[src/hdl/oriented_box_wireframe_edges_defines.svh]
// -----------------------------------------------------------------------------
// Oriented box wireframe edges: assertion macros
// Shared concurrent assertion forms, clocked on clk_i and gated by rst_ni.
// -----------------------------------------------------------------------------
`ifndef ORIENTED_BOX_WIREFRAME_EDGES_DEFINES_SVH
`define ORIENTED_BOX_WIREFRAME_EDGES_DEFINES_SVH

// Same-cycle implication.
`define OBWE_ASSERT_NOW(lbl, ante, cons, msg) \
  lbl: assert property (@(posedge clk_i) disable iff (!rst_ni) (ante) |-> (cons)) \
    else $error(msg);

// Next-cycle implication.
`define OBWE_ASSERT_NXT(lbl, ante, cons, msg) \
  lbl: assert property (@(posedge clk_i) disable iff (!rst_ni) (ante) |=> (cons)) \
    else $error(msg);

`endif

[src/hdl/obwe_pkg.sv]
// -----------------------------------------------------------------------------
// obwe_pkg
// Types, widths and edge tables shared by the box wireframe edge generator.
// -----------------------------------------------------------------------------
package obwe_pkg;

  localparam int NCORNER = 8;
  localparam int NEDGE   = 12;
  localparam int CIW     = 3;   // corner index bits
  localparam int EIW     = 4;   // edge index bits
  localparam int NSLOT   = 2;   // queue depth and corner banks
  localparam int SLW     = 1;
  localparam int RAW     = SLW + CIW;

  // arithmetic widths
  localparam int PW  = 33;  // local corner component (+-half, exact)
  localparam int MW  = 49;  // q * p
  localparam int DW  = 50;  // difference of two q * p
  localparam int TW  = 37;  // t component
  localparam int M2W = 53;  // q * t
  localparam int XW  = 54;  // difference of two q * t
  localparam int RW  = 42;  // centre + rotated corner

  localparam int IN_DW  = 288;
  localparam int OUT_DW = 224;

  localparam logic CMD_DRAW = 1'b0;
  localparam logic CMD_EOF  = 1'b1;

  typedef struct packed {
    logic signed [31:0] z;
    logic signed [31:0] y;
    logic signed [31:0] x;
  } obwe_pt_t;

  typedef struct packed {
    logic        cmd;
    logic [31:0] color;
  } obwe_box_t;

  typedef struct packed {
    logic           full;
    logic           empty;
    logic [SLW-1:0] wr_slot;
    logic [SLW-1:0] rd_slot;
  } obwe_qstat_t;

  function automatic logic [CIW-1:0] edge_a(input logic [EIW-1:0] e);
    logic [CIW-1:0] c;
    unique case (e)
      4'd0:    c = 3'd0;
      4'd1:    c = 3'd1;
      4'd2:    c = 3'd2;
      4'd3:    c = 3'd3;
      4'd4:    c = 3'd4;
      4'd5:    c = 3'd5;
      4'd6:    c = 3'd6;
      4'd7:    c = 3'd7;
      4'd8:    c = 3'd0;
      4'd9:    c = 3'd1;
      4'd10:   c = 3'd2;
      4'd11:   c = 3'd3;
      default: c = 3'd0;
    endcase
    return c;
  endfunction

  function automatic logic [CIW-1:0] edge_b(input logic [EIW-1:0] e);
    logic [CIW-1:0] c;
    unique case (e)
      4'd0:    c = 3'd1;
      4'd1:    c = 3'd2;
      4'd2:    c = 3'd3;
      4'd3:    c = 3'd0;
      4'd4:    c = 3'd5;
      4'd5:    c = 3'd6;
      4'd6:    c = 3'd7;
      4'd7:    c = 3'd4;
      4'd8:    c = 3'd4;
      4'd9:    c = 3'd5;
      4'd10:   c = 3'd6;
      4'd11:   c = 3'd7;
      default: c = 3'd0;
    endcase
    return c;
  endfunction

  function automatic logic signed [31:0] sat32(input logic signed [RW-1:0] v);
    logic signed [31:0] r;
    if ((&v[RW-1:31]) || !(|v[RW-1:31])) begin
      r = v[31:0];
    end else if (v[RW-1]) begin
      r = 32'sh8000_0000;
    end else begin
      r = 32'sh7fff_ffff;
    end
    return r;
  endfunction

endpackage

[src/hdl/obwe_queue.sv]
// -----------------------------------------------------------------------------
// obwe_queue
// Two-entry queue of box descriptors; the slot index also names the corner
// bank that the entry owns.
// -----------------------------------------------------------------------------
module obwe_queue (
  input  logic                  clk_i,
  input  logic                  rst_ni,
  input  logic                  push_i,
  input  obwe_pkg::obwe_box_t   push_box_i,
  input  logic                  pop_i,
  output obwe_pkg::obwe_box_t   head_o,
  output obwe_pkg::obwe_qstat_t qstat_o
);
  import obwe_pkg::*;

  obwe_box_t       ent_q [NSLOT];
  logic [SLW-1:0]  wr_q, rd_q;
  logic [SLW:0]    cnt_q;

  assign head_o          = ent_q[rd_q];
  assign qstat_o.full    = (cnt_q == (SLW+1)'(NSLOT));
  assign qstat_o.empty   = (cnt_q == '0);
  assign qstat_o.wr_slot = wr_q;
  assign qstat_o.rd_slot = rd_q;

  always_ff @(posedge clk_i or negedge rst_ni) begin
    if (!rst_ni) begin
      wr_q  <= '0;
      rd_q  <= '0;
      cnt_q <= '0;
    end else begin
      if (push_i) begin
        wr_q <= wr_q + 1'b1;
      end
      if (pop_i) begin
        rd_q <= rd_q + 1'b1;
      end
      case ({push_i, pop_i})
        2'b10:   cnt_q <= cnt_q + 1'b1;
        2'b01:   cnt_q <= cnt_q - 1'b1;
        default: cnt_q <= cnt_q;
      endcase
    end
  end

  always_ff @(posedge clk_i) begin
    if (push_i) begin
      ent_q[wr_q] <= push_box_i;
    end
  end

endmodule

[config.mk]
export PLATFORM = sky130hd
export DESIGN_NAME = obwe_queue
export DESIGN_NICKNAME = d
export VERILOG_FILES = /design/src/hdl/oriented_box_wireframe_edges_defines.svh /design/src/hdl/obwe_pkg.sv /design/src/hdl/obwe_queue.sv
export SDC_FILE = /design/constraint.sdc
export NUM_CORES = 1
export LEC_CHECK = 0
export BUFFER_PORTS_ARGS = -buffer_cell sky130_fd_sc_hd__buf_4
export CAP_MARGIN = 20
export CORE_MARGIN = 1.5
export CORE_UTILIZATION = 45
export CTS_CLUSTER_SIZE = 14
export DETAILED_ROUTE_END_ITERATION = 7
export PLACE_DENSITY = 0.7
export SLEW_MARGIN = 10
export SYNTH_ARGS = -nofsm -noshare
export SYNTH_HDL_FRONTEND = slang
export SYNTH_SLANG_ARGS = --single-unit
export TNS_END_PERCENT = 30
[constraint.sdc]
create_clock -name clk_i -period 6.6 [get_ports clk_i]
set_input_delay 0.66 -clock clk_i [delete_from_list [all_inputs] [get_ports clk_i]]
set_output_delay 0.66 -clock clk_i [all_outputs]
set_load 0.005 [all_outputs]
Word level (Yosys, flattened, before mapping)
Memories as Yosys holds them, arrays and structs flattened.
Cells that the tools add are included.
{ "classes": {"add_sub_neg": 4, "n_eq_ne": 3, "mux": 3, "reduce_logical": 2} }
{ "op_table": {"columns": ["cell", "count"], "rows": [
  ["$eq 2x2->1 const B", 2],
  ["$pmux 2 s2", 1],
  ["$add 1x1->1 const B", 2],
  ["$add 2x1->2 const B", 1],
  ["$eq 2x1->1 const B", 1],
  ["$logic_not 2->1", 1],
  ["$mux 1", 2],
  ["$reduce_bool 2->1", 1],
  ["$sub 2x1->2 const B", 1]
]} }
{ "totals": {"reg_bits": 4, "ram_bits": 66, "inputBits": 37, "out_inout_bits": 37, "word_cells": 16, "n_memories": 1} }
{ "mem_list": {"columns": ["memory", "depth", "word_bits", "rd", "rd_clocked_by_memory_dff", "wr", "line", "rtl"], "rows": [
  ["ent_q", 2, 33, 1, 0, 1, "obwe_queue.sv:17", "obwe_box_t ent_q [NSLOT];"]
]} }

Longest topological paths before layout
Gate-level depths: netlist of run 1.
{ "logic_depth": {"word_depth": 2, "depth_mapped": 5, "depth_no_buf": 5} }

Worst setup path before layout of run 1
OpenSTA, ideal clock, no wires.
{ "synth_path": {"kind": "input to register", "from": "in push_i", "to": "mem ent_q[0][0] (netlist bit), enable pin", "setup_ns": 0.424, "arrival_time_ns": 2.107, "required_ns": 6.176, "setup_slack_ns": 4.070, "path_stages": 2, "n_path_buf": 0, "path_cell_list": "inv_1 -> nor2_1"} }
{ "synth_between": {"elab_chain_cells": 2} }
{ "synth_rtl": {"columns": ["item", "line", "rtl"], "rows": [
  ["start: declaration", "obwe_queue.sv:9", "input logic push_i,"],
  ["$mux 1", "obwe_queue.sv:48", "if (push_i) begin"],
  ["$mux 1 (not written as such)", "obwe_queue.sv:49", "ent_q[wr_q] <= push_box_i;"],
  ["end: declaration", "obwe_queue.sv:17", null]
]} }
Every way passes these cells.

==> impl_metrics.yaml, run 1 <==
cells_and_area:
  multi_input_comb_area_sq_um: 569
  layout-drive-gt1-share: 0.608
  fill_cells: 456
  final-seq-area_sq_um: 2080
  flow.area_growth_from_synthesis_pct: 30.2
  fin_area_sq_um: 3560
  layout.nets: 237
  finalNonFillerCells: 279
  n_antenna_cell: 0
yosys:
  syn_nets: 159
  synthDominantAreaCellType: "edfxtp_1"
  combinational_family_with_the_most_area_after_synthesis: "multiplexers"
  ys.warnings.count: 0
  post_synth_instance_area_sq_um: 2730
  yosysUniqueCellTypes: 14
  postSynth.asyncResetShare: 0.0571
  synthCells: 121
  synth_simple_gate_area_frac: 0.00870
  synth.yosys.seq_area_share: 0.762
  synth_area_in_compound_gates: 0
  yosysMostFrequentCell: "edfxtp_1"
  synth_enable_flop_cells: 66
  yosys.area_share.xor_xnor: 0.0160
  synth_mux_area_frac: 0.176
  postSynth.topFlopCell: "edfxtp_1"
  synth_adder_area_share: 0.00458
  avgSynthCellArea_sq_um: 22.6
  ys_ff_latch: 70
  synth_commonest_cells: "edfxtp_1, mux2_4, dfrtp_1, mux2_2"
  yosys-top-cells-area: "edfxtp_1, mux2_4, dfrtp_1"
  synth.top_cell.area_share: 0.725
cts:
  postCtsHoldBufs: 0
  clk_transition_reported_paths_ns: 0.07
  clk_root_buffer_cell: "clkbuf_8"
  clockBufferDepth: 2
  number_of_sinks_handled_by_clock_tree_synthesis: 70
  cts_tree: "done"
  clock_latency_ns: 0.32
  htreeDepth: 3
  cts_made_buffers: 9
  resized_after_cts: 0
  number_of_buffers_inserted_by_post_cts_setup_repair: 0
routing:
  route.detailed.wl_per_inst_um: 15.6
  dr.pass1.iters: 4
  drc: 0
  dr_iter_0_viols: 39
  vias_per_cell: 4.68
  drt.antenna.violating_nets: 0
  finalWirelength_um: 4340
  via_count: 1306
sta:
  hold_viol: 0
  setup_viol_count_final: 0
  final.hold.worst_slack_ns: 0.123
  setup_tns_ns: 0
  timing_worst_slew_pin_value_ns: 1.05
  period_minus_slack_ns: 2.60
  rsz0062_at_grt: "false"
  maxClockFrequency_ghz: 0.385
  report.final.slew_viol_count: 0
  relSlewSlack: 0.299
  post-route-period-util: 0.393
  finClkSkew_ns: 0.00439
critical_path:
  worst_path_largest_cell_delay_ns: 1.05
  critical_path_arrival_ns: 1.94
  critical_path_buf_inv_count: 1
  r2r-start: "wr_q"
  crit_slowest_cell: "dfrtp_2"
  critPathLaunch: "rd_q"
  critPathKind: "reg2out"
  setup.worst_path.end_class: "output pin"
  worstPathMaxFanout: 35
  worst_path_dominant_cell_family: "flip-flops"
  critical_path.startpoint_type: "flop"
  path_cells: "mux2_2, buf_4"
  worst_ep_required_time_ns: 5.94
die:
  io_pins: 74
  row_count: 28
  design.die.area_sq_um: 6550
  floorplan.initialDensity: 0.464
  die-height_um: 80.9
  core_region_area_sq_um: 5890
  fp.dieW_um: 80.9
global_routing:
  maximum_number_of_pins_on_one_net_before_global_route_repair: 36
  grt_use_total: 0.141
  grt_first_pass_wirelength_um: 6480
  initial_antenna_violation_count: 0
  vias_in_the_first_global_route: 1420
  grt_overflow_total: 0
power_and_ir_drop:
  ir_drop_mv: 0.344
  power.density_cell_area_nw_per_um2: 430
  static-leakage-power_nw: 1.44
job:
  max_cap_violations: 0
place:
  dpl-instance-area_sq_um: 3300
  port_buffers: 73
  dp_cells: 263
  dp_hpwl_um: 2920
  globalplace.congestion: 0.654
worst_hold_path:
  type_of_the_worst_min_delay_path: "in2async"
outcome:
  outcome: "completed"
[per-stage QoR]
step                 util  worst slack [ns]  power (mW)
finish              0.605              4.00        1.53
global route        0.605              3.91        1.60
CTS                 0.605              3.92        1.55
detailed placement  0.560              4.29        1.12
global placement    0.560              4.36        1.09
floorplan               -              4.07       0.946
[state kept, by name (all words and copies together) (netlist names)]
name and flops:
cnt_q 2, rd_q 1, ent_q 66, wr_q 1
[where the power goes]
group / total (mW) / leakage, nW / internal, mW / switching [mW]
Combinational: 0.415 / 0.648 / 0.282 / 0.133
Clock: 0.434 / 0.127 / 0.287 / 0.147
Sequential: 0.679 / 0.665 / 0.593 / 0.0866
[path summary, 6_finish.rpt]
path / end / slack (ns) / depth (start not counted)
max in group asynchronous: rd_q / 6.36 / 1
setup / recovery: head_o[21] / 4.00 / 2
setup reg to reg: ent_q[0][26] / 4.99 / 1
hold reg to reg: cnt_q[1] / 0.50 / 1
hold / removal: cnt_q[1] / 0.12 / 1
min in group clk_i: cnt_q[1] / 0.50 / 1
[cell type report]
cell class | instances | area share
clock buffers | 9 | 0.0348
multi-input cells | 44 | 0.160
flip-flops and latches | 70 | 0.585
repair buffers | 73 | 0.154
well taps | 75 | 0.0264
clock inverters | 7 | 0.0383
inverters | 1 | 0.00105
[logic make-up after synthesis]
family,count (synthesis)
xor+xnor,5
fa+ha+maj,1
buf+inv,7
flops,70
mux,33
simple gates,5
[layout by cell type (no fill, tap or decap)]
cell type / n
buf_4: 73
edfxtp_1: 66
mux2_4: 29
clkbuf_8: 9
mux2_2: 4
bufinv_16: 4
xor2_1: 3
dfrtp_1: 3
nor2_1: 2
xnor2_1: 2
inv_1: 1
nor2b_1: 1
and2_2: 1
nor2_4: 1
ha_1: 1
clkinvlp_4: 1
clkinv_2: 1
clkinv_1: 1
dfrtp_2: 1
[routing by layer]
layer / GRT usage / up-vias / wire, um
met5: 0 / - / 0
met2: 0.255 / 44 / 2430
met4: 0.0776 / 0 / 56
met3: 0.0382 / 7 / 219
met1: 0.148 / 638 / 1640
li1: - / 617 / -
(Power assumes the default switching activity.)
==> run 2, diff against run 1 <==
ABC_AREA = 1   (was not set)
clock period = 2.6 ns   (was 6.6 ns; I/O delays follow)
==> impl_metrics.yaml, run 2 <==
outcome:
  outcome: "completed"
global_routing:
  vias_in_the_first_global_route: 1582
  initial_antenna_violation_count: 0
  maximum_number_of_pins_on_one_net_before_global_route_repair: 34
  grt_overflow_total: 0
  grt_use_total: 0.148
  grt_first_pass_wirelength_um: 6820
worst_hold_path:
  type_of_the_worst_min_delay_path: "in2reg"
yosys:
  ys.warnings.count: 0
  postSynth.topFlopCell: "edfxtp_1"
  syn_nets: 236
  synth_commonest_cells: "edfxtp_1, inv_1, nand2_1, o21ai_0"
  synth_enable_flop_cells: 66
  post_synth_instance_area_sq_um: 2670
  yosysUniqueCellTypes: 16
  synth.yosys.seq_area_share: 0.780
  yosysMostFrequentCell: "edfxtp_1"
  synthCells: 198
  synthDominantAreaCellType: "edfxtp_1"
  ys_ff_latch: 70
  yosys-top-cells-area: "edfxtp_1, o21ai_0, inv_1"
  avgSynthCellArea_sq_um: 13.5
  synth.top_cell.area_share: 0.742
  postSynth.asyncResetShare: 0.0571
cts:
  clk_transition_reported_paths_ns: 0.07
  number_of_sinks_handled_by_clock_tree_synthesis: 70
  cts_made_buffers: 9
  clock_latency_ns: 0.33
  clockBufferDepth: 2
  number_of_buffers_inserted_by_post_cts_setup_repair: 0
  htreeDepth: 3
  clk_root_buffer_cell: "clkbuf_8"
  cts_tree: "done"
sta:
  hold_viol: 0
  finClkSkew_ns: 0.00349
  timing_worst_slew_pin_value_ns: 0.601
  post-route-period-util: 0.718
  relSlewSlack: 0.599
  setup_tns_ns: 0
  rsz0062_at_grt: "false"
  period_minus_slack_ns: 1.87
  final.hold.worst_slack_ns: 0.108
  report.final.slew_viol_count: 0
  setup_viol_count_final: 0
  maxClockFrequency_ghz: 0.535
cells_and_area:
  n_antenna_cell: 0
  layout.cells.most_common_list: "buf_4, edfxtp_1, inv_1"
  mostFrequentLayoutCell: "buf_4"
  largest_reg_flops: 66
  layout.nets: 316
  flow.area_growth_from_synthesis_pct: 30.2
  layout-drive-gt1-share: 0.325
  multi_input_comb_area_sq_um: 377
  fin_util: 0.620
  biggestRegsByFlops: "ent_q x66, cnt_q x2"
  fill_cells: 461
  finalNonFillerCells: 355
  final-seq-area_sq_um: 2080
  regMostFlops: "ent_q"
critical_path:
  crit_path_frequent_cell: "buf_4"
  crit-reg2reg-capture: "ent_q[1][26]"
  path_cells: "buf_4, nand2_1, o21ai_0, buf_4"
  critPathKind: "reg2out"
  worst_ep_required_time_ns: 2.34
  critical_path.startpoint_type: "flop"
  worst_reg2reg_setup_slack_ns: 1.08
  critPathLaunch: "rd_q"
  critical_path_buf_inv_count: 2
  worstPathMaxFanout: 29
  critical_path_arrival_ns: 1.61
  worst_path_dominant_cell_family: "flip-flops"
  crit_path_end: "head_o[0]"
  r2r-start: "wr_q"
  critical_path_depth: 4
  crit_slowest_cell: "dfrtp_2"
  timing.reg2reg.worst_path_depth: 3
  setup.worst_path.end_class: "output pin"
  worst_path_largest_cell_delay_ns: 0.59
power_and_ir_drop:
  static-leakage-power_nw: 1.51
  power.density_cell_area_nw_per_um2: 997
  ir_drop_mv: 0.688
  power_mw: 3.47
job:
  max_cap_violations: 0
routing:
  dr.pass1.iters: 4
  vias_per_cell: 4.57
  route.detailed.wl_per_inst_um: 12.4
  finalWirelength_um: 4410
  via_count: 1622
  dr_iter_0_viols: 61
  drc: 0
  drt.antenna.violating_nets: 0
die:
  io_pins: 74
  core_region_area_sq_um: 5610
  floorplan.initialDensity: 0.476
  fp.dieW_um: 80.0
  design.die.area_sq_um: 6400
  die-height_um: 80.0
  row_count: 27
place:
  globalplace.congestion: 0.706
  dp_hpwl_um: 3000
  port_buffers: 73
  dp_cells: 338
run 2: worst min-delay path by stage:
stage	from	depth (start not counted)	end
3_5_place_dp	rst_ni	1	cnt_q[1]
6_report	pop_i	2	rd_q
2_1_floorplan	rst_ni	0	cnt_q[0]
3_3_place_gp	rst_ni	1	cnt_q[1]
5_1_grt	pop_i	2	rd_q
4_1_cts	pop_i	2	rd_q
run 2: kinds of logic (layout without fill, tap and decap cells):
group | after synthesis | after routing | share of synthesized area
AO/OA/AOI/OAI | 33 | 33 | 0.0619
XOR/XNOR | 3 | 3 | 0.00984
adder cells (fa/ha/maj) | 1 | 1 | 0.00469
AND/OR/NAND/NOR | 43 | 43 | 0.0619
flip-flops | 70 | 70 | 0.780
buffers and inverters | 48 | 133 | 0.0820
run 2: final cells by class:
cell class                 instances  share of cell area
sequential                        70               0.599
timing repair buffer              78               0.173
multi-input combinational         80               0.108
inverter                          39              0.0421
clock buffer                      10              0.0367
tap                               72              0.0259
clock inverter                     6              0.0151
run 2: report_power, final:
group / switching [mW] / internal [mW]
combinational: 0.524 / 0.536
sequential: 0.118 / 1.50
clock: 0.356 / 0.431
total: 0.997 / 2.47
run 2: timing repair:
action                                  in CTS  in global routing
endpoints found under the setup margin       0                  0
hold buffers                                 1                  0
resized for setup                            0                  0
hold endpoints to repair                     4                  0
run 2: per-layer routing:
metal,global-route usage,up-vias,routed length [um]
li1,-,815,-
met1,0.168,745,1810
met2,0.241,55,2210
met3,0.0549,7,353
met4,0.0828,0,42
met5,0,-,0
run 2: per-stage QoR:
stage	area [sq um]	worst slack, ns
after global placement	3290	1.11
after detailed placement	3290	1.06
final	3480	0.732
after global routing	3480	0.602
after CTS	3480	0.689
after floorplan	2670	0.356
==> run 3, diff against run 2 <==
ABC_AREA = 0   (was 1)
PLACE_DENSITY = 0.73   (was 0.7)
clock period = 1.62 ns   (was 2.6 ns; I/O delays follow)
==> impl_metrics.yaml, run 3 (synthesis gave the netlist of run 1 again) <==
sta:
  post-route-period-util: 0.968
  finClkSkew_ns: 0.00650
  timing_worst_slew_pin_value_ns: 0.196
  post-route-worst-setup-slack_ns: 0.0520
  period_minus_slack_ns: 1.57
  relSlewSlack: 0.869
  hold_viol: 0
  setup_viol_count_final: 0
  rsz0062_at_grt: "true"
  report.final.slew_viol_count: 0
  maxClockFrequency_ghz: 0.638
  final.hold.worst_slack_ns: 0.0164
cells_and_area:
  multi_input_comb_area_sq_um: 572
  layout-drive-gt1-share: 0.603
  layout.cells.most_common_list: "buf_4, edfxtp_1, mux2_4"
  n_antenna_cell: 0
  layout.nets: 242
  final-seq-area_sq_um: 2080
  largest_reg_flops: 66
  mostFrequentLayoutCell: "buf_4"
  regMostFlops: "ent_q"
  flow.area_growth_from_synthesis_pct: 31.6
  fill_cells: 454
  biggestRegsByFlops: "ent_q x66, cnt_q x2"
die:
  design.die.area_sq_um: 6550
  io_pins: 74
  core_region_area_sq_um: 5890
  row_count: 28
  fp.dieW_um: 80.9
  die-height_um: 80.9
  floorplan.initialDensity: 0.464
critical_path:
  setup.worst_path.end_class: "output pin"
  r2r-start: "wr_q"
  timing.reg2reg.worst_path_depth: 2
  critical_path.startpoint_type: "flop"
  critical_path_arrival_ns: 1.41
  worst_path_largest_cell_delay_ns: 0.39
  critical_path_buf_inv_count: 2
  path_cells: "buf_12, mux2_2, buf_4"
  worst_ep_required_time_ns: 1.46
  worst_reg2reg_setup_slack_ns: 0.44
  critPathKind: "reg2out"
  crit_slowest_cell: "dfrtp_2"
  worstPathMaxFanout: 21
  worst_path_dominant_cell_family: "flip-flops"
  crit-reg2reg-capture: "ent_q[1][17]"
power_and_ir_drop:
  net-switching-power_mw: 1.51
  power.density_cell_area_nw_per_um2: 1680
  pwr-share-clk: 0.241
  static-leakage-power_nw: 1.46
  swShare: 0.250
  share_comb_of_total_power: 0.337
  power_mw: 6.04
  ir_drop_mv: 1.02
  p_int_mw: 4.53
  seq_power_share: 0.422
routing:
  finalWirelength_um: 4380
  via_count: 1329
  dr_iter_0_viols: 69
  vias_per_cell: 4.68
  drc: 0
  dr.pass1.iters: 4
  drt.antenna.violating_nets: 0
  route.detailed.wl_per_inst_um: 15.4
global_routing:
  grt_overflow_total: 0
  grt_first_pass_wirelength_um: 6530
  vias_in_the_first_global_route: 1407
  grt_use_total: 0.140
  initial_antenna_violation_count: 0
  maximum_number_of_pins_on_one_net_before_global_route_repair: 34
outcome:
  outcome: "completed"
worst_hold_path:
  type_of_the_worst_min_delay_path: "in2reg"
  holdCritStartpoint: "push_box_i[8]"
  hold-path-endpoint: "ent_q[1][8]"
  worst_hold_path_stage_count: 1
cts:
  cts_made_buffers: 9
  clk_root_buffer_cell: "clkbuf_8"
  clockBufferDepth: 2
  clk_transition_reported_paths_ns: 0.08
  clock_latency_ns: 0.32
  number_of_buffers_inserted_by_post_cts_setup_repair: 0
  cts_tree: "done"
  htreeDepth: 3
  number_of_sinks_handled_by_clock_tree_synthesis: 70
job:
  max_cap_violations: 0
place:
  port_buffers: 73
  globalplace.congestion: 0.663
  dp_hpwl_um: 2980
  dpl_worst_slack_ns: 0.343
[run 3: changes by cell type in the layout (fill, tap and decap cells not counted), moves of 2 or more]
cell / previous run / this run
o21ai_1: 3 / 0
inv_1: 39 / 1
clkinv_2: 3 / 1
nand2_1: 38 / 0
o21ai_0: 30 / 0
buf_4: 76 / 73
mux2_2: 0 / 3
clkinv_4: 0 / 2
mux2_4: 0 / 30
buf_12: 1 / 3
[run 3: final cells by class]
type	count	area share
Clock inverter	6	0.0240
Tap cell	75	0.0261
Sequential cell	70	0.579
Inverter	1	0.00104
Multi-Input combinational cell	44	0.159
Clock buffer	10	0.0355
Timing Repair Buffer	78	0.175
[run 3: how the worst max path moves through the flow]
| stage | startpoint | end | cells after the start | slack (ns) |
|---|---|---|---|---|
| 6_report | rd_q | head_o[20] | 3 | 0.05 |
| 5_1_grt | rd_q | head_o[15] | 3 | -0.0002 |
| 2_1_floorplan | wr_q | ent_q[1][0] | 1 | -0.04 |
| 3_3_place_gp | rd_q | head_o[11] | 3 | 0.35 |
| 4_1_cts | rd_q | head_o[22] | 3 | 0.02 |
| 3_5_place_dp | rd_q | head_o[11] | 3 | 0.34 |
[run 3: stage by stage]
step	std cells	TNS, ns	utilization	instance area [sq um]
floorplan	121	-1.21	-	2740
CTS	284	0	0.610	3590
global route	284	-0.000248	0.611	3600
detailed placement	267	0	0.572	3360
finish	284	0	0.611	3600
global placement	267	0	0.572	3360
[run 3: per-layer routing]
metal | GRT usage | share of wire
met1 | 0.159 | 0.39
met2 | 0.238 | 0.54
met3 | 0.0416 | 0.058
met4 | 0.0759 | 0.013
met5 | 0 | 0
[run 3: repair_timing]
action | CTS | global route
gates resized for setup | 1 | 1
hold endpoints to repair | 4 | 0
hold buffers | 1 | 0
setup endpoints to repair | 14 | 1
[run 3: power by group through the flow]
stage	logic [mW]	clock network [mW]	registers (mW)
floorplan	1.31	0	2.55
global placement	2.01	0	2.56
detailed placement	2.05	0	2.59
CTS	2.06	1.50	2.56
global route	2.18	1.55	2.58
finish	2.03	1.45	2.55
