--- config.mk ---
export PLATFORM = sky130hd
export DESIGN_NAME = obwe_back
export DESIGN_NICKNAME = d
export VERILOG_FILES = /design/src/hdl/oriented_box_wireframe_edges_defines.svh /design/src/hdl/obwe_pkg.sv /design/src/hdl/obwe_back.sv
export SDC_FILE = /design/constraint.sdc
export NUM_CORES = 1
export LEC_CHECK = 0
export ABC_AREA = 0
export BUFFER_PORTS_ARGS = -buffer_cell sky130_fd_sc_hd__buf_4
export CORE_AREA = 2 2 188 190
export CTS_CLUSTER_SIZE = 20
export DETAILED_ROUTE_END_ITERATION = 10
export DIE_AREA = 0 0 190 192
export RECOVER_POWER = 25
export SLEW_MARGIN = 20
export SYNTH_ARGS = -nofsm -noshare
export SYNTH_HDL_FRONTEND = slang
export SYNTH_SLANG_ARGS = --single-unit
--- constraint.sdc ---
create_clock -name clk_i -period 7.35 [get_ports clk_i]
set_input_delay 1.47 -clock clk_i [delete_from_list [all_inputs] [get_ports clk_i]]
set_output_delay 1.47 -clock clk_i [all_outputs]
set_load 0.03 [all_outputs]
--- src/hdl/oriented_box_wireframe_edges_defines.svh ---
// -----------------------------------------------------------------------------
// Oriented box wireframe edges: assertion macros
// Shared concurrent assertion forms, clocked on clk_i and gated by rst_ni.
// -----------------------------------------------------------------------------
`ifndef ORIENTED_BOX_WIREFRAME_EDGES_DEFINES_SVH
`define ORIENTED_BOX_WIREFRAME_EDGES_DEFINES_SVH

// Same-cycle implication.
`define OBWE_ASSERT_NOW(lbl, ante, cons, msg) \
  lbl: assert property (@(posedge clk_i) disable iff (!rst_ni) (ante) |-> (cons)) \
    else $error(msg);

// Next-cycle implication.
`define OBWE_ASSERT_NXT(lbl, ante, cons, msg) \
  lbl: assert property (@(posedge clk_i) disable iff (!rst_ni) (ante) |=> (cons)) \
    else $error(msg);

`endif

--- src/hdl/obwe_pkg.sv ---
// -----------------------------------------------------------------------------
// obwe_pkg
// Types, widths and edge tables shared by the box wireframe edge generator.
// -----------------------------------------------------------------------------
package obwe_pkg;

  localparam int NCORNER = 8;
  localparam int NEDGE   = 12;
  localparam int CIW     = 3;   // corner index bits
  localparam int EIW     = 4;   // edge index bits
  localparam int NSLOT   = 2;   // queue depth and corner banks
  localparam int SLW     = 1;
  localparam int RAW     = SLW + CIW;

  // arithmetic widths
  localparam int PW  = 33;  // local corner component (+-half, exact)
  localparam int MW  = 49;  // q * p
  localparam int DW  = 50;  // difference of two q * p
  localparam int TW  = 37;  // t component
  localparam int M2W = 53;  // q * t
  localparam int XW  = 54;  // difference of two q * t
  localparam int RW  = 42;  // centre + rotated corner

  localparam int IN_DW  = 288;
  localparam int OUT_DW = 224;

  localparam logic CMD_DRAW = 1'b0;
  localparam logic CMD_EOF  = 1'b1;

  typedef struct packed {
    logic signed [31:0] z;
    logic signed [31:0] y;
    logic signed [31:0] x;
  } obwe_pt_t;

  typedef struct packed {
    logic        cmd;
    logic [31:0] color;
  } obwe_box_t;

  typedef struct packed {
    logic           full;
    logic           empty;
    logic [SLW-1:0] wr_slot;
    logic [SLW-1:0] rd_slot;
  } obwe_qstat_t;

  function automatic logic [CIW-1:0] edge_a(input logic [EIW-1:0] e);
    logic [CIW-1:0] c;
    unique case (e)
      4'd0:    c = 3'd0;
      4'd1:    c = 3'd1;
      4'd2:    c = 3'd2;
      4'd3:    c = 3'd3;
      4'd4:    c = 3'd4;
      4'd5:    c = 3'd5;
      4'd6:    c = 3'd6;
      4'd7:    c = 3'd7;
      4'd8:    c = 3'd0;
      4'd9:    c = 3'd1;
      4'd10:   c = 3'd2;
      4'd11:   c = 3'd3;
      default: c = 3'd0;
    endcase
    return c;
  endfunction

  function automatic logic [CIW-1:0] edge_b(input logic [EIW-1:0] e);
    logic [CIW-1:0] c;
    unique case (e)
      4'd0:    c = 3'd1;
      4'd1:    c = 3'd2;
      4'd2:    c = 3'd3;
      4'd3:    c = 3'd0;
      4'd4:    c = 3'd5;
      4'd5:    c = 3'd6;
      4'd6:    c = 3'd7;
      4'd7:    c = 3'd4;
      4'd8:    c = 3'd4;
      4'd9:    c = 3'd5;
      4'd10:   c = 3'd6;
      4'd11:   c = 3'd7;
      default: c = 3'd0;
    endcase
    return c;
  endfunction

  function automatic logic signed [31:0] sat32(input logic signed [RW-1:0] v);
    logic signed [31:0] r;
    if ((&v[RW-1:31]) || !(|v[RW-1:31])) begin
      r = v[31:0];
    end else if (v[RW-1]) begin
      r = 32'sh8000_0000;
    end else begin
      r = 32'sh7fff_ffff;
    end
    return r;
  endfunction

endpackage

--- src/hdl/obwe_back.sv ---
// -----------------------------------------------------------------------------
// obwe_back
// Walks the edges of the head box, reads both corners from the corner RAM,
// applies the frame budget and drives the output register.
// -----------------------------------------------------------------------------
module obwe_back (
  input  logic                          clk_i,
  input  logic                          rst_ni,
  input  logic                          cfg_we_i,
  input  logic [15:0]                   cfg_wdata_i,
  input  obwe_pkg::obwe_box_t           head_i,
  input  obwe_pkg::obwe_qstat_t         qstat_i,
  output logic                          pop_o,
  output logic                          ram_re_o,
  output logic [obwe_pkg::RAW-1:0]      ram_raddr_a_o,
  output logic [obwe_pkg::RAW-1:0]      ram_raddr_b_o,
  input  obwe_pkg::obwe_pt_t            ram_rdata_a_i,
  input  obwe_pkg::obwe_pt_t            ram_rdata_b_i,
  output logic                          m_valid_o,
  input  logic                          m_ready_i,
  output logic [obwe_pkg::OUT_DW-1:0]   m_data_o,
  output logic                          m_last_o
);
  import obwe_pkg::*;

  logic [15:0]    max_q;
  logic [15:0]    cnt_q, cnt_d;
  logic [EIW-1:0] issue_e_q, issue_e_d;
  logic [EIW-1:0] pend_e_q;
  logic           pend_q, pend_d;
  logic           out_valid_q, out_valid_d;
  logic           out_last_q;
  obwe_pt_t       out_a_q, out_b_q;
  logic [31:0]    out_color_q;

  logic has_box, eof_pop, load, exhausted, last_flag, finish, emit, issue;
  logic [16:0] cnt_inc;

  assign has_box   = !qstat_i.empty && (head_i.cmd == CMD_DRAW);
  assign eof_pop   = !qstat_i.empty && (head_i.cmd == CMD_EOF);
  assign load      = pend_q && (!out_valid_q || m_ready_i);
  assign cnt_inc   = {1'b0, cnt_q} + 17'd1;
  assign exhausted = {cnt_q, 1'b0} >= {1'b0, max_q};
  assign last_flag = (pend_e_q == EIW'(NEDGE - 1)) ||
                     ({cnt_inc, 1'b0} >= {2'b00, max_q});
  assign finish    = load && (exhausted || last_flag);
  assign emit      = load && !exhausted;
  assign issue     = has_box && (issue_e_q < EIW'(NEDGE)) && (!pend_q || (load && !finish));
  assign pop_o     = eof_pop || finish;

  assign ram_re_o      = issue;
  assign ram_raddr_a_o = {qstat_i.rd_slot, edge_a(issue_e_q)};
  assign ram_raddr_b_o = {qstat_i.rd_slot, edge_b(issue_e_q)};

  assign m_valid_o = out_valid_q;
  assign m_last_o  = out_last_q;
  assign m_data_o  = {out_color_q, out_b_q.z, out_b_q.y, out_b_q.x,
                      out_a_q.z, out_a_q.y, out_a_q.x};

  always_comb begin
    cnt_d       = cnt_q;
    issue_e_d   = issue_e_q;
    pend_d      = pend_q;
    out_valid_d = out_valid_q;
    if (eof_pop) begin
      cnt_d = '0;
    end else if (emit) begin
      cnt_d = cnt_inc[15:0];
    end
    if (pop_o) begin
      issue_e_d = '0;
    end else if (issue) begin
      issue_e_d = issue_e_q + 4'd1;
    end
    if (issue) begin
      pend_d = 1'b1;
    end else if (load) begin
      pend_d = 1'b0;
    end
    if (emit) begin
      out_valid_d = 1'b1;
    end else if (m_ready_i) begin
      out_valid_d = 1'b0;
    end
  end

  always_ff @(posedge clk_i or negedge rst_ni) begin
    if (!rst_ni) begin
      max_q       <= 16'hffff;
      cnt_q       <= '0;
      issue_e_q   <= '0;
      pend_q      <= 1'b0;
      out_valid_q <= 1'b0;
    end else begin
      if (cfg_we_i) begin
        max_q <= cfg_wdata_i;
      end
      cnt_q       <= cnt_d;
      issue_e_q   <= issue_e_d;
      pend_q      <= pend_d;
      out_valid_q <= out_valid_d;
    end
  end

  always_ff @(posedge clk_i) begin
    if (issue) begin
      pend_e_q <= issue_e_q;
    end
    if (emit) begin
      out_a_q     <= ram_rdata_a_i;
      out_b_q     <= ram_rdata_b_i;
      out_color_q <= head_i.color;
      out_last_q  <= last_flag;
    end
  end

endmodule
== Word-level counts from Yosys, hierarchy flattened ==
Memories as Yosys holds them, arrays and structs flattened.
Index checks and enable logic that the tools add are counted.
Storage, ports and cells
  memories kept: 2
  memory bits (read-only): 96
  word-level logic and storage cells: 53
  flip-flop bits (word level): 267
  output and inout port bits: 236
Cells by class
  bitwise operators: 1
  reduce and logical (&&, ||, !) cells: 22
  magnitude comparators: 3
  multiplexer cells: 8
  equality and inequality tests: 1
  $add $sub $neg: 2
Memory list
  (name not given): depth 16, width 3, read ports 1, clocked after memory_dff 0, wr ports 0, line obwe_pkg.sv:70  | unique case (e)
  (name not given): depth 16, width 3, read ports 1, clocked after memory_dff 0, wr ports 0, line obwe_pkg.sv:50  | unique case (e)
Operator list (number)
  two-way mux 16 bit: 2
  greater-or-equal comparator 18 x 16 -> 1 bit: 1
  adder 16 x 1 -> 17 bit, second input constant: 1
  greater-or-equal comparator 17 x 16 -> 1 bit: 1
  logical AND 1 bit: 8
  two-way mux 4 bit: 2
  nonzero test 2 bit: 4
  zero test 1 bit: 5
  logical OR 1 bit: 5
  adder 4 x 1 -> 4 bit, second input constant: 1
  == test 4 bit, second input constant: 1
  less-than comparator 4 bit, second input constant: 1
  two-way mux 1 bit: 4
  NOT 1 bit: 1

== Depth between registers and ports, before layout ==
Gate-level depths: netlist (run 1).
  depth in word-level cells: 11
  gate-level depth with buffers: 15
  gate-level depth less buffers: 15

== Worst setup path after synthesis (run 1) ==
OpenSTA, ideal clock, no wires.
  path kind: input-to-reg
  start point: input port m_ready_i
  end point: register cnt_q[11]
  buffers on the path: 2
  setup slack: 1.825 ns
  arrival time: 5.394 ns
  stages: 8
  path through: nand2b_1 -> nand2_1 -> and4b_1 -> clkbuf_1 -> buf_2 -> nand2_1 -> xnor2_1 -> nor2_1
On the way
  word-level cells in the longest chain between the ends: 4
Ends and longest elaborated chain
  start, declared: line obwe_back.sv:20  | input logic m_ready_i,
  logical OR 1 bit: line obwe_back.sv:41  | assign load = pend_q && (!out_valid_q || m_ready_i);
  logical AND 1 bit: line obwe_back.sv:41
  logical AND 1 bit: line obwe_back.sv:47  | assign emit = load && !exhausted;
  net emit: line obwe_back.sv:36  | logic has_box, eof_pop, load, exhausted, last_flag, finish, emit, issue;
  nonzero test 2 bit (no source line)
  end signal, assigned: line obwe_back.sv:98  | cnt_q <= cnt_d;
  end, declared: line obwe_back.sv:27  | logic [15:0] cnt_q, cnt_d;
The timed path passes the listed nets, and every way through them passes these cells.
A chain may end at the register's enable or synchronous reset.

== Worst setup path in the final report (run 1) ==
  start point: register cnt_q[0]
  end point: output port ram_re_o
On the way
  word-level cells in the longest chain between the ends: 9
Ends and longest elaborated chain
  adder 16 x 1 -> 17 bit: line obwe_back.sv:42  | assign cnt_inc = {1'b0, cnt_q} + 17'd1;
  greater-or-equal comparator 18 x 16 -> 1 bit: line obwe_back.sv:45  | ({cnt_inc, 1'b0} >= {2'b00, max_q});
  logical OR 1 bit: line obwe_back.sv:44  | assign last_flag = (pend_e_q == EIW'(NEDGE - 1)) ||
  logical OR 1 bit (*): line obwe_back.sv:46  | assign finish = load && (exhausted || last_flag);
  logical AND 1 bit (*): line obwe_back.sv:46
  zero test 1 bit (*): line obwe_back.sv:48  | assign issue = has_box && (issue_e_q < EIW'(NEDGE)) && (!pend_q || (load && !finish));
  logical AND 1 bit (*): line obwe_back.sv:48
  logical OR 1 bit (*): line obwe_back.sv:48
  logical AND 1 bit (*): line obwe_back.sv:48
  end, declared: line obwe_back.sv:14  | output logic ram_re_o,
Every way passes the cells marked *; elsewhere a longest branch is shown, timed or not.

==> results_dict.tcl, run 1 <==
set metrics [dict create \
    status "complete, no violations" \
    nets 1330 \
    post_cts_buffers 0 \
    finalInstanceArea_mm2 0.01483 \
    io_buffer_count 479 \
    dpl.hpwl_um 22180 \
    grt_overflow 0 \
    cts-root-buf "clkbuf_16" \
    hold_depth 2 \
    syn_inst 541 \
    fillers 3138 \
    ys_warn_count 0 \
    synth-edff-count 229 \
    clock_skew_ns 0.009719 \
    rows 68 \
    antenna_found_initial 3 \
    ys.flop_type "edfxtp_1" \
    final_common_cell "buf_4" \
    grt_pass1_wl_um 39340 \
    endpoint_kind "output pin" \
    drive_gt1_frac 0.5183 \
    finalWirelength_um 28610 \
    leakagePower_nw 6.233 \
    critPathRequiredTime_ns 5.88 \
    hold_viol_final 0 \
    grt_setup_unrepaired "no" \
    yosysSeqAreaShare 0.8119 \
    synth_top_area_frac 0.7115 \
    via_count 6463 \
    setup_viol 0 \
    post_cts_resized 0 \
    clock_sinks 267 \
    place.gp.congestion 0.7708 \
    antenna_left 0 \
    async_reset_ff_frac 0.1423 \
    grt_pass1_vias 6425 \
    setup_tns_ns 0 \
    ys_ff_latch 267 \
    cp_max_fo 6 \
    worstReg2RegStart "cnt_q[0]$_DFFE_PN0P_" \
    placed_area_mm2 0.01382 \
    max-slew-margin-rel 0.5131 \
    mostFrequentLayoutCells "buf_4, edfxtp_1, clkbuf_4" \
    syn-cell-area_mm2 0.009666 \
    wl_per_cell_um 18.76 \
    drc_errors 0 \
    synth_area_leaders "edfxtp_1, dfrtp_1, ha_1" \
    cts_made_buffers 30 \
    fin_crit_sh 0.8279 \
    areaGrowthSynthToFinish_pct 53.45 \
    postCtsHoldBufs 0 \
    ctsHtreeMaxLevel 1 \
    yosys.area.top_type "edfxtp_1" \
    max_freq_mhz 164.3 \
    dieArea_mm2 0.03648 \
    worstRegToRegCells 14 \
    hold_path_end "max_q[5]$_DFFE_PN1P_" \
    viasPerCell 4.238 \
    grt_usage 0.1453 \
    cp-start-kind "flip-flop" \
    die_y_um 192 \
    insertion_delay_ns 0.55 \
    irDropWorstVdd_mv 0.2298 \
    worstSetupPathType "reg -> out" \
    worst_pin_slew_ns 0.7303 \
    core_mm2 0.03429 \
    reg2reg_setup_slack_ns 3.18 \
    clkTransAtPathRegs_ns 0.06 \
    cts_tree "done" \
    multi_input_area_mm2 0.001668 \
    drv_cap 0 \
    min_from "max_q[5]$_DFFE_PN1P_" \
    ys_types 52 \
    num_io_pins 485 \
    syn_nets 826 \
    r2r_end "pend_e_q[1]$_DFFE_PP_" \
    hold_class "reg -> reg" \
    start_util 0.2819 \
    power_density_mw_per_mm2 278.2 \
    worstPathArrival_ns 4.62 \
    final_max_slew_viol_count 0 \
    regArea_mm2 0.007848 \
    cts_buffer_depth 3 \
    syn_avg_cell_area_um2 17.87 \
    drt_iter0_drc 373 \
    period_needed_ns 6.085 \
    grt_max_degree 109 \
    first_pass_iters 6 \
    fp.dieW_um 190 \
]
==> flip-flops by register name, summed over array words and instances (netlist names) <==
name / flops
cnt_q: 16
issue_e_q: 4
m_data_o: 192
m_last_o: 1
m_valid_o: 1
max_q: 16
out_color_q: 32
pend_e_q: 4
pend_q: 1
==> where the power goes <==
part	switching, W	internal (W)
Clock	0.000589	0.000934
Sequential	0.0000538	0.00182
Combinational	0.000455	0.000277
Total	0.00110	0.00303
==> metal layers <==
| layer | routed length (µm) | global-route usage | up-vias |
|---|---|---|---|
| met2 | 15320 | 0.2590 | 250 |
| met5 | 0 | 0 | - |
| met4 | 433 | 0.04800 | 0 |
| met3 | 2312 | 0.04221 | 36 |
| met1 | 10550 | 0.1673 | 3139 |
| li1 | - | - | 3038 |
==> cell usage after synthesis, types with 2 or more instances <==
cell / instances
a211oi_1: 3
a21oi_1: 12
and3_1: 2
buf_2: 2
buf_4: 2
clkbuf_1: 5
dfrtp_1: 22
dfstp_2: 16
edfxtp_1: 229
ha_1: 36
inv_1: 27
mux2i_1: 2
nand2_1: 33
nand2b_1: 3
nand3_1: 11
nand4_1: 10
nand4b_1: 2
nor2_1: 32
nor3_1: 7
nor4_1: 2
o21ai_0: 24
or2_2: 3
or3_1: 2
xnor2_1: 10
xor2_1: 17
==> kinds of logic (layout without fill, tap and decap cells) <==
logic type	count (synthesis)	in the layout	share of synthesized area
DFF	267	267	0.8119
and+or+nand+nor	113	113	0.05644
AOI/OAI and AO/OA	56	56	0.04026
buffers and inverters	38	564	0.01592
adders and majority gates	36	36	0.04660
xor gates and xnor gates	27	27	0.02447
muxes	4	4	0.004401
other	0	3	0
==> critical path, cell delays in order (launching register included) <==
cell	delay (ns)
dfrtp_1	0.42
ha_1	0.23
nand3_1	0.20
nor2_1	0.31
nand2_1	0.12
nor3_1	0.45
nand3_1	0.16
xnor2_1	0.15
ha_1	0.29
and4_1	0.20
nand3_1	0.14
o21a_1	0.18
nand3_1	0.12
o41a_4	0.40
nor2_1	0.42
buf_4	0.26
==> how the worst max path moves through the flow <==
stage | slack, ns | from | cells past startpoint | to
after global routing | 0.96 | cnt_q[0]$_DFFE_PN0P_ | 15 | ram_re_o
after floorplan | 1.82 | m_ready_i | 8 | cnt_q[11]$_DFFE_PN0P_
final | 1.26 | cnt_q[0]$_DFFE_PN0P_ | 15 | ram_re_o
after global placement | 1.95 | cnt_q[0]$_DFFE_PN0P_ | 15 | ram_re_o
after detailed placement | 1.86 | cnt_q[0]$_DFFE_PN0P_ | 15 | ram_re_o
after CTS | 1.22 | cnt_q[0]$_DFFE_PN0P_ | 15 | ram_re_o
==> layout make-up <==
type / count / area share
clock inverters: 19 / 0.01409
inverters: 27 / 0.006833
well taps: 455 / 0.03838
multi-input cells: 236 / 0.1125
flip-flops and latches: 267 / 0.5291
repair buffers: 483 / 0.2453
clock buffers: 35 / 0.05332
diodes: 3 / 0.0005062
==> stage by stage <==
| step | total power [W] | setup WS, ns | util | cells | hold slack, ns |
|---|---|---|---|---|---|
| final | 0.004126 | 1.265 | 0.4326 | 1525 | 0.5524 |
| after global routing | 0.004291 | 0.9573 | 0.4326 | 1525 | 0.5801 |
| after CTS | 0.004189 | 1.216 | 0.4323 | 1522 | 0.5611 |
| after detailed placement | 0.002645 | 1.857 | 0.4032 | 1468 | 0.5527 |
| after global placement | 0.002636 | 1.954 | 0.4032 | 1468 | 0.5373 |
| after floorplan | 0.002305 | 1.825 | - | 541 | 0.5053 |
Note: power is estimated with default switching activity, not from simulation.
==> inputs of run 2 (changes only) <==
==> constraint.sdc (replaced) <==
create_clock -name clk_i -period 5.2 [get_ports clk_i]
set_input_delay 1.04 -clock clk_i [delete_from_list [all_inputs] [get_ports clk_i]]
set_output_delay 1.04 -clock clk_i [all_outputs]
set_load 0.03 [all_outputs]
==> run 2 against run 1 <==
Global-route usage rose by 0.10 points. Routed wire length decreased by 0.63%. Die area unchanged. Via count about the same. Power up 41%. Non-clock buffer count up 4. Clock-buffer cell count rose by 1. Final area grew 0.48%. Setup slack got worse by 0.98 ns. Utilization grew 0.21 points. Highest routed layer is now met5. Critical path depth fell by 1. Final cell count up 0.33%.
==> results_dict.tcl, run 2 (synthesized netlist as in run 1, its figures left out) <==
set metrics [dict create \
    critPathRequiredTime_ns 4.16 \
    finalInstanceArea_mm2 0.01490 \
    nets 1334 \
    worstRegToRegCells 14 \
    via_count 6460 \
    largest_reg_flops 192 \
    hold_class "in -> async" \
    cp_max_fo 5 \
    worstPathArrival_ns 3.88 \
    worstSetupPathType "reg -> out" \
    path_cells "nand3_1, nor2_1, nand3_1, nor2_2, and3_1, xor2_1, ha_1, and4_1, nand3_1, o21a_1, nand3_1, o41a_4, nor2_2, buf_4" \
    areaGrowthSynthToFinish_pct 54.19 \
    placed_area_mm2 0.01389 \
    grt_overflow 0 \
    dieArea_mm2 0.03648 \
    first_pass_iters 5 \
    period_needed_ns 4.916 \
    cp_slowest_cell "dfrtp_1" \
    max-slew-margin-rel 0.4328 \
    die_y_um 192 \
    power_density_mw_per_mm2 389.1 \
    grt_pass1_vias 6443 \
    grt_setup_unrepaired "no" \
    dpl.hpwl_um 22270 \
    post_cts_buffers 0 \
    drc_errors 0 \
    crit_path_frequent_cell "nand3_1" \
    drt_iter0_drc 312 \
    antenna_found_initial 4 \
    regArea_mm2 0.007849 \
    endpoint_kind "output pin" \
    drv_cap 0 \
    rows 68 \
    num_io_pins 485 \
    grt_pass1_wl_um 39700 \
    clkTransAtPathRegs_ns 0.06 \
    irDropWorstVdd_mv 0.2566 \
    drive_gt1_frac 0.5271 \
    cpPeakStageDelay_ns 0.44 \
    grt_usage 0.1463 \
    place.gp.congestion 0.8242 \
    max_freq_mhz 203.4 \
    ctsHtreeMaxLevel 1 \
    fp.dieW_um 190 \
    cts_tree "done" \
    viasPerCell 4.222 \
    cts_made_buffers 30 \
    grt_max_degree 78 \
    start_util 0.2819 \
    worstReg2RegStart "cnt_q[2]$_DFFE_PN0P_" \
    final_max_slew_viol_count 0 \
    hold_viol_final 0 \
    clock_sinks 267 \
    setup_tns_ns 0 \
    io_buffer_count 479 \
    setup.worst_path.start "cnt_q[2]$_DFFE_PN0P_" \
    cts-root-buf "clkbuf_16" \
    fillers 3122 \
    worst_pin_slew_ns 0.8490 \
    cts_buffer_depth 3 \
    finalWirelength_um 28430 \
    core_mm2 0.03429 \
    status "complete, no violations" \
    wl_per_cell_um 18.58 \
    leakagePower_nw 6.245 \
    insertion_delay_ns 0.56 \
    fin_crit_sh 0.9454 \
    final_common_cell "buf_4" \
    mostFrequentLayoutCells "buf_4, edfxtp_1, clkbuf_4" \
    cp-start-kind "flip-flop" \
    setup_viol 0 \
    antenna_left 0 \
    multi_input_area_mm2 0.001685 \
    post_cts_resized 0 \
    postCtsHoldBufs 0 \
    clock_skew_ns 0.01453 \
]
==> run 2: changes by cell type in the layout (fill, tap and decap cells not counted), moves of 2 or more <==
cell	change
nor2_2	+2
nor2_1	-3
clkinv_1	-4
buf_12	+3
clkinvlp_4	+3
clkbuf_1	+2
==> run 2: stage by stage <==
step,power [W],setup WS [ns],util,cells,hold slack [ns]
after global routing,0.006041,0.01565,0.4346,1530,0.4592
final,0.005798,0.2838,0.4346,1530,0.4547
after global placement,0.003742,0.6732,0.4052,1472,0.5401
after floorplan,0.003258,0.02668,-,541,0.5053
after CTS,0.005882,0.009556,0.4339,1527,0.4361
after detailed placement,0.003753,0.6334,0.4052,1472,0.5447
==> run 2: worst max-delay path, delay by kind of cell, from the launching register on <==
| family | cells | cell delay (ns) |
|---|---|---|
| adder cells (fa/ha/maj) | 1 | 0.26 |
| buffers and inverters | 1 | 0.18 |
| AND/OR/NAND/NOR | 9 | 1.71 |
| flip-flops | 1 | 0.44 |
| XOR/XNOR | 1 | 0.17 |
| AO/OA/AOI/OAI | 2 | 0.56 |
==> run 2: layout make-up <==
class / count / area share
clock buffer: 36 / 0.05188
tap: 455 / 0.03820
sequential: 267 / 0.5267
timing repair buffer: 487 / 0.2487
inverter: 27 / 0.006800
clock inverter: 19 / 0.01419
multi-input combinational: 236 / 0.1131
antenna: 3 / 0.0005037
==> run 2: power breakdown <==
part	internal, W	switching [W]
Clock	0.00126	0.000849
Combinational	0.000403	0.000645
Sequential	0.00257	0.0000772
==> run 2: routing by layer <==
layer  share of wire  vias to the layer above  routed length, µm  track usage
li1                -                     3052                  -            -
met1            0.36                     3078              10210       0.1677
met2            0.53                      278              15210       0.2640
met3           0.081                       50               2291      0.03636
met4           0.025                        2                704      0.05337
met5         0.00046                        -                 13            0
==> run 2: path summary, 6_finish.rpt <==
kind                                       endpoint  slack (ns)
setup / recovery                           ram_re_o        0.28
hold reg to reg                max_q[1]$_DFFE_PN1P_        0.55
setup reg to reg           issue_e_q[3]$_DFFE_PN0P_        1.57
max in group asynchronous      max_q[8]$_DFFE_PN1P_        4.38
min in group clk_i             max_q[1]$_DFFE_PN1P_        0.55
hold / removal             issue_e_q[2]$_DFFE_PN0P_        0.45
==> inputs of run 3 (changes only) <==
--- a/config.mk
+++ b/config.mk
@@ -7,10 +7,10 @@
 export LEC_CHECK = 0
 export ABC_AREA = 0
 export BUFFER_PORTS_ARGS = -buffer_cell sky130_fd_sc_hd__buf_4
-export CORE_AREA = 2 2 188 190
+export CORE_AREA = 2 2 189 191
 export CTS_CLUSTER_SIZE = 20
 export DETAILED_ROUTE_END_ITERATION = 10
-export DIE_AREA = 0 0 190 192
+export DIE_AREA = 0 0 191 193
 export RECOVER_POWER = 25
 export SLEW_MARGIN = 20
 export SYNTH_ARGS = -nofsm -noshare
==> run 3 against run 2 <==
Routed wire length increased by 1.5%. Via count decreased by 0.39%. Setup slack improved by 0.045 ns. Register-to-register slack improved by 0.05 ns. Highest routed layer is now met4. Power decreased by 0.49%. Critical path type unchanged. Non-clock buffer count decreased by 2. Sequential power about the same. Utilization decreased by 0.96 points. Final area decreased by 0.29%.
==> results_dict.tcl, run 3 (synthesized netlist as in run 1, its figures left out) <==
set metrics [dict create \
    setup_viol 0 \
    worstPathArrival_ns 3.83 \
    grt_usage 0.1456 \
    r2r_end "issue_e_q[3]$_DFFE_PN0P_" \
    num_io_pins 485 \
    hold_class "in -> async" \
    io_buffer_count 479 \
    grt_setup_unrepaired "no" \
    fp.dieW_um 191 \
    grt_pass1_wl_um 40040 \
    status "complete, no violations" \
    critPathRequiredTime_ns 4.16 \
    hold_ws_ns 0.4727 \
    worstReg2RegStart "cnt_q[0]$_DFFE_PN0P_" \
    core_mm2 0.03496 \
    grt_overflow 0 \
    fillers 3226 \
    die_y_um 193 \
    cp-start-kind "flip-flop" \
    first_pass_iters 4 \
    antenna_left 0 \
    cts-root-buf "clkbuf_16" \
    via_count 6435 \
    worstRegToRegCells 15 \
    drc_errors 0 \
    dpl.hpwl_um 22670 \
    power_density_mw_per_mm2 388.3 \
    drive_gt1_frac 0.5235 \
    viasPerCell 4.206 \
    areaGrowthSynthToFinish_pct 53.75 \
    worst_pin_slew_ns 0.8775 \
    worstSetupPathType "reg -> out" \
    antenna_found_initial 3 \
    grt_max_degree 64 \
    fin_crit_sh 0.9367 \
    start_util 0.2764 \
    final_max_slew_viol_count 0 \
    clkTransAtPathRegs_ns 0.06 \
    setup_tns_ns 0 \
    irDropWorstVdd_mv 0.2442 \
    cp_slowest_cell "dfrtp_1" \
    post_cts_buffers 0 \
    hold_viol_final 0 \
    cts_tree "done" \
    postCtsHoldBufs 0 \
    path_delay_family "simple AND/OR/NAND/NOR gates" \
    setup.worst_path.start "cnt_q[0]$_DFFE_PN0P_" \
    insertion_delay_ns 0.54 \
    cts_made_buffers 29 \
    clock_skew_ns 0.008324 \
    grt_pass1_vias 6492 \
    max_freq_mhz 205.3 \
    drt_iter0_drc 250 \
    period_needed_ns 4.871 \
    crit_path_frequent_cell "nand3_1" \
    path_cells "ha_2, nand3_2, nor2_4, nand2_1, nor3_4, nand3_1, xnor2_1, ha_1, and4_1, nand3_1, o21a_1, nand3_1, o41a_4, nor2_1, buf_4" \
    rows 69 \
    clock_sinks 267 \
    crit_buf_inv 1 \
    mostFrequentLayoutCells "buf_4, edfxtp_1, clkbuf_4" \
    reg2reg_setup_slack_ns 1.62 \
    nets 1331 \
    leakagePower_nw 6.234 \
    place.gp.congestion 0.8110 \
    finalWirelength_um 28850 \
    max-slew-margin-rel 0.4150 \
    dieArea_mm2 0.03686 \
    endpoint_kind "output pin" \
    cts_buffer_depth 3 \
    final_common_cell "buf_4" \
    cpPeakStageDelay_ns 0.43 \
    cp_max_fo 5 \
    largest_reg_flops 192 \
    drv_cap 0 \
    ctsHtreeMaxLevel 1 \
    wl_per_cell_um 18.85 \
]
[run 3: metal layers]
metal | up-vias | global-route usage | wire (µm)
met5 | - | 0 | 0
li1 | 3037 | - | -
met4 | 0 | 0.04979 | 702
met2 | 250 | 0.2605 | 15260
met3 | 45 | 0.04235 | 2396
met1 | 3103 | 0.1664 | 10480
[run 3: worst register-to-register path: cells and delay by family, from the launching register on]
family,cells,cell delay (ns)
xor+xnor,1,0.15
flops,1,0.43
simple gates,9,1.44
compound gates,2,0.59
fa+ha+maj,2,0.54
mux,1,0.33
[run 3: how the worst max path moves through the flow]
stage	to	slack (ns)	depth (start not counted)
finish	ram_re_o	0.33	15
global route	ram_re_o	0.04	15
CTS	ram_re_o	0.06	15
detailed placement	ram_re_o	0.46	15
global placement	ram_re_o	0.54	15
floorplan	cnt_q[11]$_DFFE_PN0P_	0.03	11
[run 3: timing repair]
item,in CTS,in global routing
gates resized for setup,2,5
endpoints found under the hold margin,0,0
setup endpoints to repair,2,2
pin swaps,0,1
[run 3: area by class of cell]
class / count / area (µm²) / share of cell area
clock buffers: 35 / 748.2 / 0.05035
diodes: 3 / 7.507 / 0.0005052
repair buffers: 485 / 3679 / 0.2475
well taps: 461 / 576.8 / 0.03881
inverters: 27 / 101.3 / 0.006820
clock inverters: 16 / 203.9 / 0.01372
multi-input cells: 236 / 1697 / 0.1142
flip-flops and latches: 267 / 7848 / 0.5281
[run 3: through the flow]
stage	instance area [µm²]	power [W]	cells	worst slack [ns]	util
after detailed placement	13870	0.003750	1476	0.4557	0.3967
after floorplan	9666	0.003258	541	0.02668	-
after CTS	14830	0.005858	1527	0.05960	0.4242
final	14860	0.005770	1530	0.3291	0.4250
after global placement	13870	0.003737	1476	0.5441	0.3967
after global routing	14860	0.005998	1530	0.03728	0.4250
[run 3: power breakdown]
part	total [W]	switching [W]	internal, W
sequential	0.00264	0.0000766	0.00257
clock	0.00208	0.000817	0.00126
combinational	0.00105	0.000648	0.000401
total	0.00577	0.00154	0.00423
